`src/rtl/assert_macros.svh`:
```
// assertion macros shared by the frame builder modules
// no dependencies; included by files that carry concurrent checks
`ifndef ASSERT_MACROS_SVH
`define ASSERT_MACROS_SVH

// antecedent implies consequent in the same cycle
`define ASSERT_SAME(lbl, clk, rst_n, ante, cons) \
    lbl: assert property (@(posedge clk) disable iff (!rst_n) (ante) |-> (cons)) \
        else $error("check failed: same-cycle implication");

// antecedent implies consequent in the next cycle
`define ASSERT_NEXT(lbl, clk, rst_n, ante, cons) \
    lbl: assert property (@(posedge clk) disable iff (!rst_n) (ante) |=> (cons)) \
        else $error("check failed: next-cycle implication");

`endif

```
`src/rtl/cfcb_pkg.sv`:
```
// shared types, byte positions and crc helper for the command frame builder
// no dependencies
package cfcb_pkg;

    localparam int unsigned IDX_W = 4;
    typedef logic [IDX_W-1:0] t_idx;

    // byte positions inside one frame
    localparam t_idx IDX_HEAD   = 4'd0;
    localparam t_idx IDX_CMD    = 4'd1;
    localparam t_idx IDX_SPD_LO = 4'd2;
    localparam t_idx IDX_SPD_HI = 4'd3;
    localparam t_idx IDX_ANG_LO = 4'd4;
    localparam t_idx IDX_ANG_HI = 4'd5;
    localparam t_idx IDX_CRC0   = 4'd6;
    localparam t_idx IDX_CRC1   = 4'd7;
    localparam t_idx IDX_CRC2   = 4'd8;
    localparam t_idx IDX_CRC3   = 4'd9;
    localparam t_idx IDX_TAIL   = 4'd10;

    // configuration register indexes
    localparam logic CFG_HEAD = 1'b0;
    localparam logic CFG_TAIL = 1'b1;

    localparam logic [31:0] CRC_POLY = 32'hEDB8_8320;
    localparam logic [31:0] CRC_INIT = 32'hFFFF_FFFF;

    typedef struct packed {
        logic [7:0]  tail;
        logic [15:0] angle;
        logic [15:0] speed;
        logic [7:0]  cmd;
        logic [7:0]  head;
    } t_frame_req;

    // one byte of reflected crc-32, bit at a time
    function automatic logic [31:0] crc32_byte(input logic [31:0] crc_in,
                                               input logic [7:0]  data);
        logic [31:0] c;
        c = crc_in ^ {24'd0, data};
        for (int b = 0; b < 8; b++) begin
            c = c[0] ? ((c >> 1) ^ CRC_POLY) : (c >> 1);
        end
        return c;
    endfunction

endpackage

```
`src/rtl/cfcb_front.sv`:
```
// front end: configuration registers and command intake
// depends on cfcb_pkg; feeds cfcb_queue
module cfcb_front
    import cfcb_pkg::*;
(
    input  logic        i_clk,
    input  logic        i_rst_n,
    input  logic        i_cfg_we,
    input  logic        i_cfg_idx,
    input  logic [7:0]  i_cfg_data,
    input  logic        i_s_axis_tvalid,
    output logic        o_s_axis_tready,
    input  logic [39:0] i_s_axis_tdata,
    output logic        o_q_valid,
    input  logic        i_q_ready,
    output t_frame_req  o_q_item
);

    logic [7:0] r_head, n_head;
    logic [7:0] r_tail, n_tail;

    always_comb begin
        n_head = r_head;
        n_tail = r_tail;
        if (i_cfg_we) begin
            case (i_cfg_idx)
                CFG_HEAD: n_head = i_cfg_data;
                CFG_TAIL: n_tail = i_cfg_data;
                default: ;
            endcase
        end
    end

    always_ff @(posedge i_clk) begin
        if (!i_rst_n) begin
            r_head <= 8'd0;
            r_tail <= 8'd0;
        end else begin
            r_head <= n_head;
            r_tail <= n_tail;
        end
    end

    // markers are bound to the command when it enters the queue
    always_comb begin
        o_q_item.head  = r_head;
        o_q_item.cmd   = i_s_axis_tdata[7:0];
        o_q_item.speed = i_s_axis_tdata[23:8];
        o_q_item.angle = i_s_axis_tdata[39:24];
        o_q_item.tail  = r_tail;
    end

    assign o_q_valid       = i_s_axis_tvalid;
    assign o_s_axis_tready = i_q_ready;

endmodule

```
`src/rtl/cfcb_queue.sv`:
```
// small register queue between intake and serializer
// depends on cfcb_pkg and assert_macros.svh
`include "assert_macros.svh"
module cfcb_queue
    import cfcb_pkg::*;
#(
    parameter int unsigned DEPTH = 2
) (
    input  logic       i_clk,
    input  logic       i_rst_n,
    input  logic       i_push_valid,
    output logic       o_push_ready,
    input  t_frame_req i_push_item,
    output logic       o_pop_valid,
    input  logic       i_pop_ready,
    output t_frame_req o_pop_item
);

    localparam int unsigned PTR_W = (DEPTH > 1) ? $clog2(DEPTH) : 1;
    localparam int unsigned CNT_W = $clog2(DEPTH + 1);
    localparam logic [PTR_W-1:0] PTR_LAST = PTR_W'(DEPTH - 1);
    localparam logic [CNT_W-1:0] CNT_FULL = CNT_W'(DEPTH);

    t_frame_req       r_mem [DEPTH];
    logic [PTR_W-1:0] r_wr_ptr, n_wr_ptr;
    logic [PTR_W-1:0] r_rd_ptr, n_rd_ptr;
    logic [CNT_W-1:0] r_count, n_count;
    logic             push, pop;

    assign o_push_ready = (r_count != CNT_FULL);
    assign o_pop_valid  = (r_count != '0);
    assign o_pop_item   = r_mem[r_rd_ptr];
    assign push         = i_push_valid && o_push_ready;
    assign pop          = o_pop_valid && i_pop_ready;

    always_comb begin
        n_wr_ptr = r_wr_ptr;
        n_rd_ptr = r_rd_ptr;
        n_count  = r_count;
        if (push) begin
            n_wr_ptr = (r_wr_ptr == PTR_LAST) ? '0 : r_wr_ptr + 1'b1;
        end
        if (pop) begin
            n_rd_ptr = (r_rd_ptr == PTR_LAST) ? '0 : r_rd_ptr + 1'b1;
        end
        if (push && !pop) begin
            n_count = r_count + 1'b1;
        end else if (pop && !push) begin
            n_count = r_count - 1'b1;
        end
    end

    always_ff @(posedge i_clk) begin
        if (!i_rst_n) begin
            r_wr_ptr <= '0;
            r_rd_ptr <= '0;
            r_count  <= '0;
        end else begin
            r_wr_ptr <= n_wr_ptr;
            r_rd_ptr <= n_rd_ptr;
            r_count  <= n_count;
        end
    end

    always_ff @(posedge i_clk) begin
        if (push) begin
            r_mem[r_wr_ptr] <= i_push_item;
        end
    end

    `ASSERT_SAME(a_count_bound, i_clk, i_rst_n, 1'b1, r_count <= CNT_FULL)
    `ASSERT_NEXT(a_push_grows, i_clk, i_rst_n, push && !pop, r_count == $past(r_count) + 1'b1)
    `ASSERT_SAME(a_ptr_gap, i_clk, i_rst_n, r_count == '0, r_wr_ptr == r_rd_ptr)

endmodule

```
`src/rtl/cfcb_back.sv`:
```
// back end: frame serializer with running crc-32 and output register
// depends on cfcb_pkg and assert_macros.svh; drains cfcb_queue
`include "assert_macros.svh"
module cfcb_back
    import cfcb_pkg::*;
(
    input  logic       i_clk,
    input  logic       i_rst_n,
    input  logic       i_q_valid,
    output logic       o_q_ready,
    input  t_frame_req i_q_item,
    output logic       o_m_axis_tvalid,
    input  logic       i_m_axis_tready,
    output logic [7:0] o_m_axis_tdata,
    output logic       o_m_axis_tlast
);

    t_frame_req  r_item, n_item;
    logic [31:0] r_crc, n_crc;
    t_idx        r_idx, n_idx;
    logic        r_busy, n_busy;
    logic        r_tvalid, n_tvalid;
    logic [7:0]  r_tdata, n_tdata;
    logic        r_tlast, n_tlast;
    logic        adv;
    logic [7:0]  cur_byte;

    // output register moves when empty or being drained
    assign adv       = !r_tvalid || i_m_axis_tready;
    assign o_q_ready = adv && !r_busy;

    always_comb begin
        case (r_idx)
            IDX_CMD:    cur_byte = r_item.cmd;
            IDX_SPD_LO: cur_byte = r_item.speed[7:0];
            IDX_SPD_HI: cur_byte = r_item.speed[15:8];
            IDX_ANG_LO: cur_byte = r_item.angle[7:0];
            IDX_ANG_HI: cur_byte = r_item.angle[15:8];
            IDX_CRC0:   cur_byte = ~r_crc[7:0];
            IDX_CRC1:   cur_byte = ~r_crc[15:8];
            IDX_CRC2:   cur_byte = ~r_crc[23:16];
            IDX_CRC3:   cur_byte = ~r_crc[31:24];
            IDX_TAIL:   cur_byte = r_item.tail;
            default:    cur_byte = r_item.head;
        endcase
    end

    always_comb begin
        n_item   = r_item;
        n_crc    = r_crc;
        n_idx    = r_idx;
        n_busy   = r_busy;
        n_tvalid = r_tvalid;
        n_tdata  = r_tdata;
        n_tlast  = r_tlast;
        if (adv) begin
            if (r_busy) begin
                n_tvalid = 1'b1;
                n_tdata  = cur_byte;
                n_tlast  = (r_idx == IDX_TAIL);
                n_idx    = r_idx + 4'd1;
                if (r_idx <= IDX_ANG_HI) begin
                    n_crc = crc32_byte(r_crc, cur_byte);
                end
                if (r_idx == IDX_TAIL) begin
                    n_busy = 1'b0;
                end
            end else if (i_q_valid) begin
                // head byte goes out straight from the queue head
                n_item   = i_q_item;
                n_tvalid = 1'b1;
                n_tdata  = i_q_item.head;
                n_tlast  = 1'b0;
                n_crc    = crc32_byte(CRC_INIT, i_q_item.head);
                n_idx    = IDX_CMD;
                n_busy   = 1'b1;
            end else begin
                n_tvalid = 1'b0;
            end
        end
    end

    always_ff @(posedge i_clk) begin
        if (!i_rst_n) begin
            r_busy   <= 1'b0;
            r_idx    <= IDX_HEAD;
            r_tvalid <= 1'b0;
        end else begin
            r_busy   <= n_busy;
            r_idx    <= n_idx;
            r_tvalid <= n_tvalid;
        end
    end

    always_ff @(posedge i_clk) begin
        r_item  <= n_item;
        r_crc   <= n_crc;
        r_tdata <= n_tdata;
        r_tlast <= n_tlast;
    end

    assign o_m_axis_tvalid = r_tvalid;
    assign o_m_axis_tdata  = r_tdata;
    assign o_m_axis_tlast  = r_tlast;

    `ASSERT_SAME(a_last_ends_frame, i_clk, i_rst_n, r_tvalid && r_tlast, !r_busy)
    `ASSERT_SAME(a_idx_range, i_clk, i_rst_n, r_busy, r_idx >= IDX_CMD && r_idx <= IDX_TAIL)
    `ASSERT_NEXT(a_pop_starts, i_clk, i_rst_n, i_q_valid && o_q_ready, r_busy && r_idx == IDX_CMD)
    `ASSERT_SAME(a_busy_valid, i_clk, i_rst_n, r_busy && r_idx != IDX_CMD, r_tvalid)

endmodule

```
`src/rtl/crc32_command_frame_builder.sv`:
```
// Command frame builder. Each command accepted on the input stream (code,
// 16-bit speed, 16-bit angle) is sent out as an 11-byte frame, one byte per
// cycle while the sink is ready: head marker, code, speed lo/hi, angle lo/hi,
// reflected crc-32 of those six bytes (lsb first), tail marker flagged by
// tlast. Frames follow each other with no gap while commands are queued and
// the sink is ready. The first byte passes through the queue and then the
// output register before it appears. Commands wait in a QUEUE_DEPTH-entry
// queue while a frame is going out. Head and tail markers are sampled when a
// command is accepted.
module crc32_command_frame_builder
    import cfcb_pkg::*;
#(
    parameter int unsigned QUEUE_DEPTH = 2
) (
    input  logic        i_clk,
    input  logic        i_rst_n,
    input  logic        i_cfg_we,
    input  logic        i_cfg_idx,        // 0 head_byte, 1 tail_byte
    input  logic [7:0]  i_cfg_data,
    input  logic        i_s_axis_tvalid,
    output logic        o_s_axis_tready,
    input  logic [39:0] i_s_axis_tdata,   // command_code[7:0], speed_value[23:8],
                                          // angle_value[39:24]
    output logic        o_m_axis_tvalid,
    input  logic        i_m_axis_tready,
    output logic [7:0]  o_m_axis_tdata,   // frame_byte[7:0]
    output logic        o_m_axis_tlast    // last_byte
);

    logic       push_valid, push_ready;
    t_frame_req push_item;
    logic       pop_valid, pop_ready;
    t_frame_req pop_item;

    cfcb_front u_front (
        .i_clk           (i_clk),
        .i_rst_n         (i_rst_n),
        .i_cfg_we        (i_cfg_we),
        .i_cfg_idx       (i_cfg_idx),
        .i_cfg_data      (i_cfg_data),
        .i_s_axis_tvalid (i_s_axis_tvalid),
        .o_s_axis_tready (o_s_axis_tready),
        .i_s_axis_tdata  (i_s_axis_tdata),
        .o_q_valid       (push_valid),
        .i_q_ready       (push_ready),
        .o_q_item        (push_item)
    );

    cfcb_queue #(
        .DEPTH (QUEUE_DEPTH)
    ) u_queue (
        .i_clk        (i_clk),
        .i_rst_n      (i_rst_n),
        .i_push_valid (push_valid),
        .o_push_ready (push_ready),
        .i_push_item  (push_item),
        .o_pop_valid  (pop_valid),
        .i_pop_ready  (pop_ready),
        .o_pop_item   (pop_item)
    );

    cfcb_back u_back (
        .i_clk           (i_clk),
        .i_rst_n         (i_rst_n),
        .i_q_valid       (pop_valid),
        .o_q_ready       (pop_ready),
        .i_q_item        (pop_item),
        .o_m_axis_tvalid (o_m_axis_tvalid),
        .i_m_axis_tready (i_m_axis_tready),
        .o_m_axis_tdata  (o_m_axis_tdata),
        .o_m_axis_tlast  (o_m_axis_tlast)
    );

endmodule

```
`config.mk`:
```
export PLATFORM = sky130hd
export DESIGN_NAME = crc32_command_frame_builder
export DESIGN_NICKNAME = d
export VERILOG_FILES = /design/src/rtl/cfcb_pkg.sv /design/src/rtl/cfcb_front.sv /design/src/rtl/cfcb_queue.sv /design/src/rtl/cfcb_back.sv /design/src/rtl/crc32_command_frame_builder.sv
export VERILOG_INCLUDE_DIRS = /design/src /design/src/rtl
export SDC_FILE = /design/constraint.sdc
export NUM_CORES = 1
export LEC_CHECK = 0
export ABC_CLOCK_PERIOD_IN_PS = 5250
export BUFFER_PORTS_ARGS = -buffer_cell sky130_fd_sc_hd__buf_2
export CAP_MARGIN = 40
export CORE_MARGIN = 4
export CORE_UTILIZATION = 60
export DETAILED_ROUTE_END_ITERATION = 6
export MAX_ROUTING_LAYER = met4
export PLACE_DENSITY = 0.78
export SLEW_MARGIN = 5
export SYNTH_ARGS = -nofsm -noshare
export SYNTH_HDL_FRONTEND = slang
export SYNTH_SLANG_ARGS = --single-unit
```
`constraint.sdc`:
```
create_clock -name i_clk -period 5.25 [get_ports i_clk]
set_clock_uncertainty 0.1 [all_clocks]
set_input_delay 0.525 -clock i_clk [delete_from_list [all_inputs] [get_ports i_clk]]
set_output_delay 0.525 -clock i_clk [all_outputs]
set_load 0.02 [all_outputs]
```
==> flow_summary.ini <==
[route]
drtAntennaViolNets = 0
wl_um = 22600
drtIter0Drc = 531
wl_per_cell_um = 22.2
via_per_inst = 5.79
num_vias = 5890
drc = 0
first_pass_iters = 5

[sta]
fin_crit_ps = 4210
slew_headroom = 0.370
setup_viol = 0
worst_pin_slew_ps = 944
drv_slew = 0
clock.fmax_mhz = 238
final-hold-violation-count = 0
rsz0062_at_grt = no
finalSetupTns_ps = 0
final.period_utilization = 0.801

[cells_and_area]
final_common_cell = edfxtp_1
final_cells = 1018
final_cell_mix = edfxtp_1, xnor2_1, buf_2, mux2_2, nand2_1
final_util = 0.691
finalNetCount = 836
postLayoutCellArea_mm2 = 0.0119
area_growth_pct = 13.4
n_antenna_cell = 0
layout-drive-gt1-share = 0.233

[global_route]
grtUsageTotal = 0.237
grt_start_max_net_pins = 58
grt_first_pass_wirelength_um = 34700
grt_pass1_vias = 6057
antenna_found_initial = 0
overflow = 0

[clocking]
cts_tree = done
ctsResizeCount = 0
path_clk_slew_ps = 60
cts_hold_buf = 0
cts_inserted_buffers = 25
clock_latency_ps = 520
cts_root_buf = clkbuf_16
cts.htree.levels = 1
postCtsSetupBuffers = 0
cts_max_path_buffers = 3
cts_sinks = 236

[synth]
ys_ff_latch = 236
ys_async_sr_fraction = 0
yosysSeqAreaShare = 0.649
syn_inst = 705
netlist.area_leader.share = 0.598
synth_area_leader_cell = edfxtp_1
synth_ff_type = edfxtp_1
avgSynthCellArea_um2 = 14.9
ys_types = 63
syn_nets = 765
synth_edf_count = 209
yosys_warnings = 0
synth_area_leaders = edfxtp_1, mux2_2, xnor2_1, dfxtp_1, mux2i_1
synth_area_mm2 = 0.0105

[placed_design]
dp_hpwl_um = 15700
place_inst = 974
port_buffers = 64
placed_cell_area_mm2 = 0.0111
place_congestion = 0.930

[critical_path]
end_kind = flip-flop
required_ps = 5390
path_class = reg -> reg
worst_r2r_path_depth = 10
reg2reg_slack_ps = 1040
start_kind = flip-flop
worstPathArrival_ps = 4350
cp_max_fo = 21

[min_path]
hold_class = in -> reg
min_path_cells = 1

[floorplan]
start_util = 0.609
pin_count = 65
rows = 48
die_y_um = 140
die_w_um = 140
core-area_mm2 = 0.0172
fp.dieArea_mm2 = 0.0197

[flow_run]
max_cap_viol_count = 0

[status]
outcome = completed
## stage by stage
step	setup slack, ps	hold slack [ps]
2_1_floorplan	1520	325
3_3_place_gp	1120	337
3_5_place_dp	1070	346
4_1_cts	1040	59.0
5_1_grt	739	70.2
6_report	1040	88.2
## path summary, 6_finish.rpt
path / startpoint / end
setup reg to reg: u_back.r_idx[1]$_SDFFE_PN0P_ / u_back.r_crc[19]$_DFFE_PP_
hold / removal: i_s_axis_tdata[8] / u_queue.r_mem[1][16]$_DFFE_PP_
hold reg to reg: u_front.r_head[6]$_SDFFE_PN0P_ / u_queue.r_mem[0][6]$_DFFE_PP_
setup / recovery: u_back.r_idx[1]$_SDFFE_PN0P_ / u_back.r_crc[19]$_DFFE_PP_
## worst max-delay path: stages (launching register included)
cell and delay, ps:
dfxtp_1 350, inv_1 120, ha_1 690, nor3_1 140, a221o_1 560, a222oi_1 520, xnor2_1 270, xnor2_2 380
xnor3_1 330, xnor3_1 400, a21oi_1 70
## logic make-up after synthesis
kind of cell / after synthesis / share of synthesized area
compound gates: 105 / 0.0723
xor+xnor: 103 / 0.112
fa+ha+maj: 6 / 0.00715
buf+inv: 54 / 0.0218
flops: 236 / 0.649
mux: 76 / 0.0787
simple gates: 125 / 0.0592
## registers in the layout (all words and copies together), names as in the netlist, named ones only
signal and count:
u_back.r_item 56, u_back.o_m_axis_tdata 8, u_back.r_idx 4, u_queue.r_rd_ptr 1
u_queue.r_count 2, u_front.r_tail 8, u_back.o_m_axis_tlast 1, u_back.o_m_axis_tvalid 1
u_queue.r_mem 112, u_queue.r_wr_ptr 1, u_front.r_head 8, u_back.r_busy 1
u_back.r_crc 32
## metal layers
layer	vias up	global-route usage	part of all wire
li1	2750	-	-
met1	2927	0.313	0.43
met2	181	0.394	0.50
met3	32	0.0348	0.052
met4	0	0.0541	0.023
met5	-	-	0
## area by class of cell
class	instances	area [um^2]
sequential	236	6820
fill	1136	5330
multi-input combinational	415	3470
clock buffer	29	641
timing repair buffer	75	423
tap	225	282
clock inverter	15	194
inverter	23	86.3
## synthesized netlist by cell type (all sizes together), types with 6 or more instances
cell and instances:
mux2i 24, edfxtp 209, buf 11, xor2 18, clkbuf 20, nand2b 15, nand2 39, nor2b 16
mux2 52, a21oi 31, a221oi 6, o21ai 13, nor2 23, ha 6, inv 23, xnor2 70
nand3 11, dfxtp 27, xnor3 11, a21boi 11
Power is not shown: default switching activity piles up to over one toggle a cycle in this logic, so the estimate is an artifact.
